==> src/sv/dtt_pkg.sv <==
package dtt_pkg;

  localparam int TIMER_SLOTS_DEF = 16;
  localparam int MAX_FIRE        = 16;
  localparam int FIRE_W          = $clog2(MAX_FIRE + 1);

  typedef enum logic [2:0] {
    OP_CREATE     = 3'd0,
    OP_DELETE     = 3'd1,
    OP_TICK       = 3'd2,
    OP_FOREGROUND = 3'd3,
    OP_BACKGROUND = 3'd4
  } op_t;

  typedef enum logic {
    RK_FIRED   = 1'b0,
    RK_DROPPED = 1'b1
  } rkind_t;

  typedef enum logic [2:0] {
    ST_IDLE,
    ST_LOOKUP,
    ST_APPLY,
    ST_DUE,
    ST_MIN,
    ST_EMIT,
    ST_RETIRE
  } state_t;

  typedef struct packed {
    logic [2:0]  operation;
    logic [31:0] timer_id;
    logic [31:0] duration_ms;
    logic [47:0] sched_time_ms;
    logic        repeats;
    logic [47:0] now_ms;
  } cmd_t;

  typedef struct packed {
    logic        result_kind;
    logic [31:0] fired_id;
    logic        last_of_run;
  } evt_t;

  typedef struct packed {
    logic [31:0] key;
    logic [47:0] deadline;
    logic [31:0] period;
    logic        reload;
  } slot_t;

  // 48-bit time plus 32-bit duration, saturating at all ones
  function automatic logic [47:0] add_sat48(input logic [47:0] a, input logic [31:0] b);
    logic [48:0] s;
    s = {1'b0, a} + {17'b0, b};
    return s[48] ? '1 : s[47:0];
  endfunction

endpackage

==> src/sv/deadline_timer_table.sv <==
// Deadline timer table: a set of keyed timers, each with an absolute deadline,
// a period and a repeat flag.
// cmd channel (cmd_valid/cmd_ready/cmd): one item per operation - create,
// delete, tick, go foreground, go background. cmd_ready is high only while
// the sequencer is idle; one item is worked on at a time.
// evt channel (evt_valid/evt_ready/evt): fired timers and dropped creates, in
// order; last_of_run marks the final result of an item.
// Passes: every pass over the table goes through the
// single read port of the slot memory, one slot per cycle. Create and delete
// take one lookup pass, then the apply state, and an emit (then a retire if
// the id was stored) where a result is due. A tick takes one pass to mark the
// due entries, then one minimum-search pass, an emit and a retire per fired
// timer, up to 16 of them; a receiver stall holds the emit state.
// Reset: table empty (valid bits clear), foreground mode, no pending result.
// Stall: a result sits in the evt register until taken; the sequencer waits
// only when it has a further result and the register is still full.
module deadline_timer_table
  import dtt_pkg::*;
#(
  parameter int TIMER_SLOTS = TIMER_SLOTS_DEF
) (
  input  logic clk,
  input  logic rst,
  input  logic cmd_valid,
  output logic cmd_ready,
  input  cmd_t cmd,
  output logic evt_valid,
  input  logic evt_ready,
  output evt_t evt
);

  localparam int IW = $clog2(TIMER_SLOTS);
  localparam int CW = IW + 1;
  localparam logic [CW-1:0] NIDX = CW'(TIMER_SLOTS);

  // sequencer and scan pointer
  state_t            state, state_next;
  logic [CW-1:0]     idx, idx_next;
  logic              p_valid, p_valid_next;
  logic [IW-1:0]     p_idx, p_idx_next;

  // current item and table state
  cmd_t              cur, cur_next;
  logic              fg, fg_next;
  logic [TIMER_SLOTS-1:0] valid, valid_next;
  logic [TIMER_SLOTS-1:0] due, due_next;

  // tick bookkeeping
  logic [CW-1:0]     due_cnt, due_cnt_next;
  logic [FIRE_W-1:0] total, total_next;
  logic [FIRE_W-1:0] fired, fired_next;
  logic              tick_mode, tick_mode_next;

  // lookup / search results
  logic              found, found_next;
  logic              free_found, free_found_next;
  logic [IW-1:0]     free_idx, free_idx_next;
  logic              best_found, best_found_next;
  logic [IW-1:0]     tgt_idx, tgt_idx_next;
  slot_t             tgt, tgt_next;

  // results
  evt_t              pend, pend_next;
  logic              evt_valid_next;
  evt_t              evt_next;

  // slot memory
  slot_t             mem [TIMER_SLOTS];
  slot_t             rd;
  logic [IW-1:0]     rd_addr;
  logic              mem_we;
  logic [IW-1:0]     mem_waddr;
  slot_t             mem_wdata;

  logic              scan_done;
  logic              hit;
  logic [CW-1:0]     cnt_inc;

  assign cmd_ready = (state == ST_IDLE);
  assign scan_done = (idx == NIDX);
  assign rd_addr   = scan_done ? '0 : idx[IW-1:0];

  always_ff @(posedge clk) begin
    if (mem_we) begin
      mem[mem_waddr] <= mem_wdata;
    end
    rd <= mem[rd_addr];
  end

  always_comb begin
    state_next      = state;
    idx_next        = idx;
    p_valid_next    = p_valid;
    p_idx_next      = p_idx;
    cur_next        = cur;
    fg_next         = fg;
    valid_next      = valid;
    due_next        = due;
    due_cnt_next    = due_cnt;
    total_next      = total;
    fired_next      = fired;
    tick_mode_next  = tick_mode;
    found_next      = found;
    free_found_next = free_found;
    free_idx_next   = free_idx;
    best_found_next = best_found;
    tgt_idx_next    = tgt_idx;
    tgt_next        = tgt;
    pend_next       = pend;
    evt_valid_next  = evt_valid;
    evt_next        = evt;
    mem_we          = 1'b0;
    mem_waddr       = tgt_idx;
    mem_wdata       = tgt;
    hit             = 1'b0;
    cnt_inc         = due_cnt;

    // drop the held result once taken
    if (evt_valid && evt_ready) begin
      evt_valid_next = 1'b0;
    end

    // advance the scan pointer; the read for idx is registered and lands in the next cycle
    if (state inside {ST_LOOKUP, ST_DUE, ST_MIN}) begin
      if (!scan_done) begin
        idx_next     = idx + CW'(1);
        p_valid_next = 1'b1;
        p_idx_next   = idx[IW-1:0];
      end
    end

    case (state)
      ST_IDLE: begin
        if (cmd_valid) begin
          cur_next        = cmd;
          found_next      = 1'b0;
          free_found_next = 1'b0;
          tick_mode_next  = 1'b0;
          idx_next        = '0;
          p_valid_next    = 1'b0;
          due_next        = '0;
          due_cnt_next    = '0;
          fired_next      = '0;
          case (cmd.operation)
            OP_CREATE, OP_DELETE: begin
              state_next = ST_LOOKUP;
            end
            OP_TICK: begin
              if (fg) begin
                tick_mode_next = 1'b1;
                state_next     = ST_DUE;
              end
            end
            OP_FOREGROUND: begin
              if (!fg) begin
                fg_next        = 1'b1;
                tick_mode_next = 1'b1;
                state_next     = ST_DUE;
              end
            end
            OP_BACKGROUND: begin
              fg_next = 1'b0;
            end
            default: begin
            end
          endcase
        end
      end

      ST_LOOKUP: begin
        if (p_valid) begin
          if (valid[p_idx] && rd.key == cur.timer_id) begin
            found_next   = 1'b1;
            tgt_idx_next = p_idx;
            tgt_next     = rd;
          end
          if (!valid[p_idx] && !free_found) begin
            free_found_next = 1'b1;
            free_idx_next   = p_idx;
          end
        end
        if (scan_done) begin
          state_next = ST_APPLY;
        end
      end

      ST_APPLY: begin
        state_next = ST_IDLE;
        case (cur.operation)
          OP_CREATE: begin
            if (cur.duration_ms == '0 && !cur.repeats) begin
              // zero one-off timer fires at once; a stored twin is retired
              pend_next.result_kind = RK_FIRED;
              pend_next.fired_id    = cur.timer_id;
              pend_next.last_of_run = 1'b1;
              state_next            = ST_EMIT;
            end else if (found) begin
              state_next = ST_IDLE;
            end else if (!free_found) begin
              pend_next.result_kind = RK_DROPPED;
              pend_next.fired_id    = cur.timer_id;
              pend_next.last_of_run = 1'b1;
              state_next            = ST_EMIT;
            end else begin
              mem_we                  = 1'b1;
              mem_waddr               = free_idx;
              mem_wdata.key           = cur.timer_id;
              mem_wdata.deadline      = add_sat48(cur.sched_time_ms, cur.duration_ms);
              mem_wdata.period        = cur.duration_ms;
              mem_wdata.reload        = cur.repeats;
              valid_next[free_idx]    = 1'b1;
            end
          end
          OP_DELETE: begin
            if (found) begin
              valid_next[tgt_idx] = 1'b0;
            end
          end
          default: begin
          end
        endcase
      end

      ST_DUE: begin
        if (p_valid && valid[p_idx] && rd.deadline <= cur.now_ms) begin
          hit              = 1'b1;
          due_next[p_idx]  = 1'b1;
        end
        cnt_inc      = due_cnt + CW'(hit);
        due_cnt_next = cnt_inc;
        if (scan_done) begin
          if (32'(cnt_inc) >= 32'(MAX_FIRE)) begin
            total_next = FIRE_W'(MAX_FIRE);
          end else begin
            total_next = FIRE_W'(cnt_inc);
          end
          if (cnt_inc == '0) begin
            state_next = ST_IDLE;
          end else begin
            idx_next        = '0;
            p_valid_next    = 1'b0;
            best_found_next = 1'b0;
            state_next      = ST_MIN;
          end
        end
      end

      ST_MIN: begin
        // strict compare keeps the lower slot on ties
        if (p_valid && due[p_idx] && (!best_found || rd.deadline < tgt.deadline)) begin
          best_found_next = 1'b1;
          tgt_idx_next    = p_idx;
          tgt_next        = rd;
        end
        if (scan_done) begin
          pend_next.result_kind = RK_FIRED;
          pend_next.fired_id    = tgt_next.key;
          pend_next.last_of_run = ((fired + FIRE_W'(1)) == total);
          fired_next            = fired + FIRE_W'(1);
          state_next            = ST_EMIT;
        end
      end

      ST_EMIT: begin
        if (!evt_valid || evt_ready) begin
          evt_valid_next = 1'b1;
          evt_next       = pend;
          state_next     = (tick_mode || found) ? ST_RETIRE : ST_IDLE;
        end
      end

      ST_RETIRE: begin
        // reload a repeating timer, remove a one-off
        if (tgt.reload) begin
          mem_we             = 1'b1;
          mem_waddr          = tgt_idx;
          mem_wdata          = tgt;
          mem_wdata.deadline = add_sat48(cur.now_ms, tgt.period);
        end else begin
          valid_next[tgt_idx] = 1'b0;
        end
        due_next[tgt_idx] = 1'b0;
        if (tick_mode && fired != total) begin
          idx_next        = '0;
          p_valid_next    = 1'b0;
          best_found_next = 1'b0;
          state_next      = ST_MIN;
        end else begin
          state_next = ST_IDLE;
        end
      end

      default: begin
        state_next = ST_IDLE;
      end
    endcase
  end

  always_ff @(posedge clk) begin
    if (rst) begin
      state     <= ST_IDLE;
      p_valid   <= 1'b0;
      fg        <= 1'b1;
      valid     <= '0;
      due       <= '0;
      fired     <= '0;
      total     <= '0;
      evt_valid <= 1'b0;
    end else begin
      state     <= state_next;
      p_valid   <= p_valid_next;
      fg        <= fg_next;
      valid     <= valid_next;
      due       <= due_next;
      fired     <= fired_next;
      total     <= total_next;
      evt_valid <= evt_valid_next;
    end
    idx        <= idx_next;
    p_idx      <= p_idx_next;
    cur        <= cur_next;
    due_cnt    <= due_cnt_next;
    tick_mode  <= tick_mode_next;
    found      <= found_next;
    free_found <= free_found_next;
    free_idx   <= free_idx_next;
    best_found <= best_found_next;
    tgt_idx    <= tgt_idx_next;
    tgt        <= tgt_next;
    pend       <= pend_next;
    evt        <= evt_next;
  end

  // a minimum search always has at least one due entry left
  a_min_has_due: assert property (@(posedge clk) disable iff (rst)
    state == ST_MIN |-> due != '0)
    else $error("minimum search started with no due entry");

  // the entry retired by a tick was due
  a_retire_due: assert property (@(posedge clk) disable iff (rst)
    (state == ST_RETIRE && tick_mode) |-> due[tgt_idx])
    else $error("tick retired an entry that was not due");

  // never fire more than the capped due count
  a_fire_cap: assert property (@(posedge clk) disable iff (rst)
    fired <= total)
    else $error("fired count passed the tick total");

  // a new entry goes into an empty slot
  a_free_slot: assert property (@(posedge clk) disable iff (rst)
    (state == ST_APPLY && mem_we) |-> !valid[free_idx])
    else $error("create overwrote a live slot");

endmodule

==> config.mk <==
export PLATFORM = sky130hd
export DESIGN_NAME = deadline_timer_table
export DESIGN_NICKNAME = d
export VERILOG_FILES = /design/src/sv/dtt_pkg.sv /design/src/sv/deadline_timer_table.sv
export SDC_FILE = /design/constraint.sdc
export NUM_CORES = 2
export LEC_CHECK = 0
export ABC_CLOCK_PERIOD_IN_PS = 9300
export BUFFER_PORTS_ARGS = -buffer_cell sky130_fd_sc_hd__buf_2
export CORE_MARGIN = 2
export CORE_UTILIZATION = 25
export DETAILED_ROUTE_END_ITERATION = 10
export MAX_ROUTING_LAYER = met4
export PLACE_DENSITY = 0.43
export SETUP_SLACK_MARGIN = 0.4
export SYNTH_ARGS = -nofsm -noshare
export SYNTH_HDL_FRONTEND = slang
export SYNTH_SLANG_ARGS = --single-unit
==> constraint.sdc <==
create_clock -name clk -period 9.3 [get_ports clk]
set_input_delay 0.93 -clock clk [delete_from_list [all_inputs] [get_ports clk]]
set_output_delay 0.93 -clock clk [all_outputs]
set_load 0.01 [all_outputs]
==> insert_results.sql <==
INSERT INTO impl_metrics (metric_group, metric, value, unit) VALUES
('timing', 'clock_period_minus_worst_slack', '5.84', 'ns'),
('place', 'port_buffers', '203', ''),
('die', 'fp.dieW', '621', 'um'),
('synthesis', 'synthDominantCellAreaShare', '68.6', '%'),
('global_route', 'number_of_antenna_violations_at_the_first_check_in_global_routing', '45', ''),
('clock_network', 'cts-hold-fix-buffers', '0', ''),
('place', 'placed_area', '103000', 'um2'),
('timing', 'maxSlewHeadroom', '12.2', '%'),
('route', 'wirelength', '304000', 'um'),
('global_route', 'grt.busiest_layer', 'met2', ''),
('final_layout', 'syn2layout_area_growth', '16.8', '%'),
('global_route', 'grt_first_pass_wirelength', '420000', 'um'),
('route', 'via_count_normalized_by_instance_count', '4.74', ''),
('synthesis', 'synth.cell_area', '95100', 'um2'),
('global_route', 'met3_usage', '1.76', '%'),
('clock_network', 'cts_tree', 'built', ''),
('flow_run', 'cap_viol_max_count', '0', ''),
('setup_path', 'worst-path-max-fanout', '7', ''),
('clock_network', 'later_pin_clock_latency_in_the_skew_report', '0.95', 'ns'),
('die', 'initial_cell_density_of_the_core', '25.1', '%'),
('synthesis', 'synth-seq-cells', '2340', ''),
('timing', 'final_worst_clock_skew', '0.108', 'ns'),
('timing', 'fmaxAchievable', '171', 'MHz'),
('timing', 'worstMarginPinSlew', '1.32', 'ns'),
('die', 'ios', '204', ''),
('setup_path', 'crit_type', 'register to register', ''),
('timing', 'grt_setup_unrepaired', 'false', ''),
('route', 'routed_wire_length_per_instance', '28.4', 'um'),
('clock_network', 'post-cts-setup-buffer-count', '0', ''),
('global_route', 'grt_start_max_net_pins', '109', ''),
('global_route', 'gr-usage-met1', '20.8', '%'),
('synthesis', 'synth_cell_type_count', '87', ''),
('route', 'remaining_drc_errors', '0', ''),
('synthesis', 'ys_async_sr_fraction', '0', '%'),
('place', 'gp_routability_congestion', '0.888', ''),
('clock_network', 'cts_num_sinks', '2340', ''),
('global_route', 'grt_use_met2', '26.1', '%'),
('global_route', 'first_global_vias', '51500', ''),
('setup_path', 'slowest_stage', 'or4_1', ''),
('synthesis', 'postSynthNetCount', '5472', ''),
('synthesis', 'synthesis.yosys.warnings', '0', ''),
('synthesis', 'synth_cells', '5137', ''),
('power', 'power.ir.vdd_worst', '233', 'uV'),
('synthesis', 'dominant_register_cell_in_the_synthesized_netlist', 'edfxtp_1', ''),
('route', 'firstDrtPassIters', '5', ''),
('setup_path', 'critical_path.endpoint_type', 'register', ''),
('final_layout', 'postLayoutCellArea', '111000', 'um2'),
('synthesis', 'seq_area_frac_synth', '72.1', '%'),
('power', 'p_leak', '0.0357', 'uW'),
('power', 'power_density', '258', 'nW/um2'),
('setup_path', 'max_stage_delay', '0.83', 'ns'),
('die', 'chipHeight', '621', 'um'),
('final_layout', 'fin_nets', '5787', ''),
('die', 'num_rows', '226', ''),
('clock_network', 'clk_root_buffer_cell', 'clkbuf_16', ''),
('setup_path', 'nature_of_the_critical_path_startpoint', 'register', ''),
('setup_path', 'crit_required', '9.96', 'ns'),
('clock_network', 'cts_inserted_buffers', '247', ''),
('global_route', 'globalRoute.totalOverflow', '0', ''),
('route', 'via_count', '50700', ''),
('setup_path', 'path_cells', 'inv_1 > ha_1 > nand2_1 > nor3_1 > nand4_1 > or4_1 > o2bb2ai_1 > o221ai_1 > o21a_1 > nor2_1 > ha_1 > ha_1 > nand3_1 > xor2_1 > nand2_1 > nor4_1 > nor2_1 > nor2_1 > a21oi_1 > o21ai_0 > o21ai_0', ''),
('timing', 'setup_viol_count_final', '0', ''),
('synthesis', 'edff_count_synth', '2174', ''),
('final_layout', 'layout-drive-gt1-share', '24.0', '%'),
('clock_network', 'ctsHtreeMaxLevel', '4', ''),
('route', 'drt_iter0_markers', '4953', ''),
('place', 'detailedPlacementHpwl', '189000', 'um'),
('timing', 'finalHoldViolations', '0', ''),
('synthesis', 'yosysTopAreaCell', 'edfxtp_1', ''),
('clock_network', 'max-clock-path-buffers', '4', ''),
('timing', 'final-max-slew-violation-count', '0', ''),
('worst_hold_path', 'hold_class', 'input pin to register', ''),
('clock_network', 'clk_transition_reported_paths', '0.07', 'ns'),
('synthesis', 'post_synth.cell_area_avg', '18.5', 'um2'),
('timing', 'setup-tns-final', '0', 'ns'),
('die', 'core', '379000', 'um2'),
('outcome', 'run_status', 'completed', ''),
('die', 'die-area', '385000', 'um2'),
('route', 'ant_nets', '0', ''),
('synthesis', 'post_synth_main_area_contributors', 'edfxtp_1 (69%), mux4_2 (14%), dfxtp_1 (3.5%)', ''),
('global_route', 'track_usage', '15.9', '%'),
('clock_network', 'cts.repair.resized', '0', ''),
('setup_path', 'cp_data_arrival_time', '6.50', 'ns'),
('timing', 'layout_worst_path_cycle_share', '62.8', '%');
[metal layers]
layer  routed length (um)  share of wire, %
met1               132000                43
met2               149000                49
met3                12900               4.2
met4                 9720               3.2
met5                    0                 0
[cells in the mapped netlist, types with 10 or more instances]
master,number
o211ai_1,54
o21ai_0,104
o21a_1,20
xnor2_1,73
nand4_1,52
o22ai_1,24
and3_1,22
xor2_1,37
inv_1,136
mux4_2,575
edfxtp_1,2174
o21bai_1,10
mux2_2,34
and2_1,92
mux2_1,32
a211oi_1,19
a21o_1,73
ha_1,165
clkbuf_1,163
o221ai_1,14
nor4_1,17
a31oi_1,17
nand2b_1,15
nor2b_1,23
nor3_1,38
nor2_1,130
nand3_1,85
dfxtp_1,166
buf_2,69
or3_1,18
a21oi_1,177
nand2_1,372
[state kept, by name (all words and copies together), names as in the netlist, 3 cells and up]
| name | count |
|---|---|
| cur | 164 |
| due | 16 |
| due_cnt | 5 |
| evt | 34 |
| fired | 5 |
| free_idx | 4 |
| idx | 5 |
| mem | 1808 |
| p_idx | 4 |
| pend | 34 |
| rd | 113 |
| state | 3 |
| tgt | 113 |
| tgt_idx | 4 |
| total | 5 |
| valid | 16 |
[path summary, 6_finish.rpt]
path / startpoint / endpoint / slack, ns / depth (start not counted)
max: cur[47]$_DFFE_PP_ / best_found$_DFFE_PP_ / 3.46 / 21
min: cmd[150] / cur[150]$_DFFE_PP_ / 0.17 / 1
max reg2reg: cur[47]$_DFFE_PP_ / best_found$_DFFE_PP_ / 3.46 / 21
min reg2reg: pend[26]$_DFFE_PP_ / evt[26]$_DFFE_PP_ / 0.42 / 0
[cell usage in the layout, fill, tap and decap left out, types with 73 or more instances in the layout]
| master | netlist | final |
|---|---|---|
| a21o_1 | 73 | 73 |
| a21oi_1 | 177 | 173 |
| and2_1 | 92 | 91 |
| buf_2 | 69 | 203 |
| buf_4 | 4 | 90 |
| clkbuf_16 | 0 | 249 |
| dfxtp_1 | 166 | 163 |
| edfxtp_1 | 2174 | 2174 |
| ha_1 | 165 | 164 |
| inv_1 | 136 | 134 |
| mux4_2 | 575 | 575 |
| nand2_1 | 372 | 370 |
| nand3_1 | 85 | 85 |
| nor2_1 | 130 | 112 |
| o21ai_0 | 104 | 101 |
| xnor2_1 | 73 | 73 |
[through the flow]
stage / hold WS [ns] / worst slack [ns] / total power (uW) / util (%) / cells
6_report: 0.171 / 3.46 / 28700 / 29.3 / 10700
5_1_grt: 0.116 / 3.21 / 29800 / 29.3 / 10700
4_1_cts: 0.0836 / 3.45 / 29100 / 29.3 / 10700
3_5_place_dp: 0.406 / 3.43 / 18700 / 27.1 / 10200
3_3_place_gp: 0.407 / 3.45 / 18800 / 27.1 / 10200
2_1_floorplan: 0.400 / 1.90 / 16600 / - / 5137
[cell type report]
class | instances | area (um2)
clock buffers | 308 | 6640
inverters | 137 | 522
well taps | 5016 | 6280
fillers | 37300 | 268000
diodes | 15 | 37.5
flip-flops and latches | 2340 | 68600
repair buffers | 310 | 2030
multi-input cells | 2416 | 25200
clock inverters | 151 | 1740
[worst max-delay path: cells and delay by family (launching register included)]
kind	cells	cell delay (ns)
AO/OA/AOI/OAI	6	1.31
XOR/XNOR	1	0.40
adder cells (fa/ha/maj)	3	0.73
buffers and inverters	1	0.09
flip-flops	1	0.38
AND/OR/NAND/NOR	10	2.62
[kinds of logic (layout without fill, tap and decap cells)]
family	count (synthesis)	count (layout)	synth area share (%)
buffers and inverters	381	906	1.62
other	0	15	0
adder cells (fa/ha/maj)	167	167	2.21
XOR/XNOR	110	110	1.01
multiplexers	646	646	14.5
AND/OR/NAND/NOR	895	895	4.48
AO/OA/AOI/OAI	598	598	4.08
flip-flops	2340	2340	72.1
[power breakdown]
| part | switching (uW) | leakage [uW] | internal (uW) | total (uW) |
|---|---|---|---|---|
| registers | 668 | 0.0210 | 12000 | 12700 |
| clock network | 4240 | 0.00405 | 6000 | 10200 |
| logic | 3060 | 0.0107 | 2680 | 5740 |
| total | 7970 | 0.0357 | 20700 | 28700 |
(Power assumes the default switching activity.)
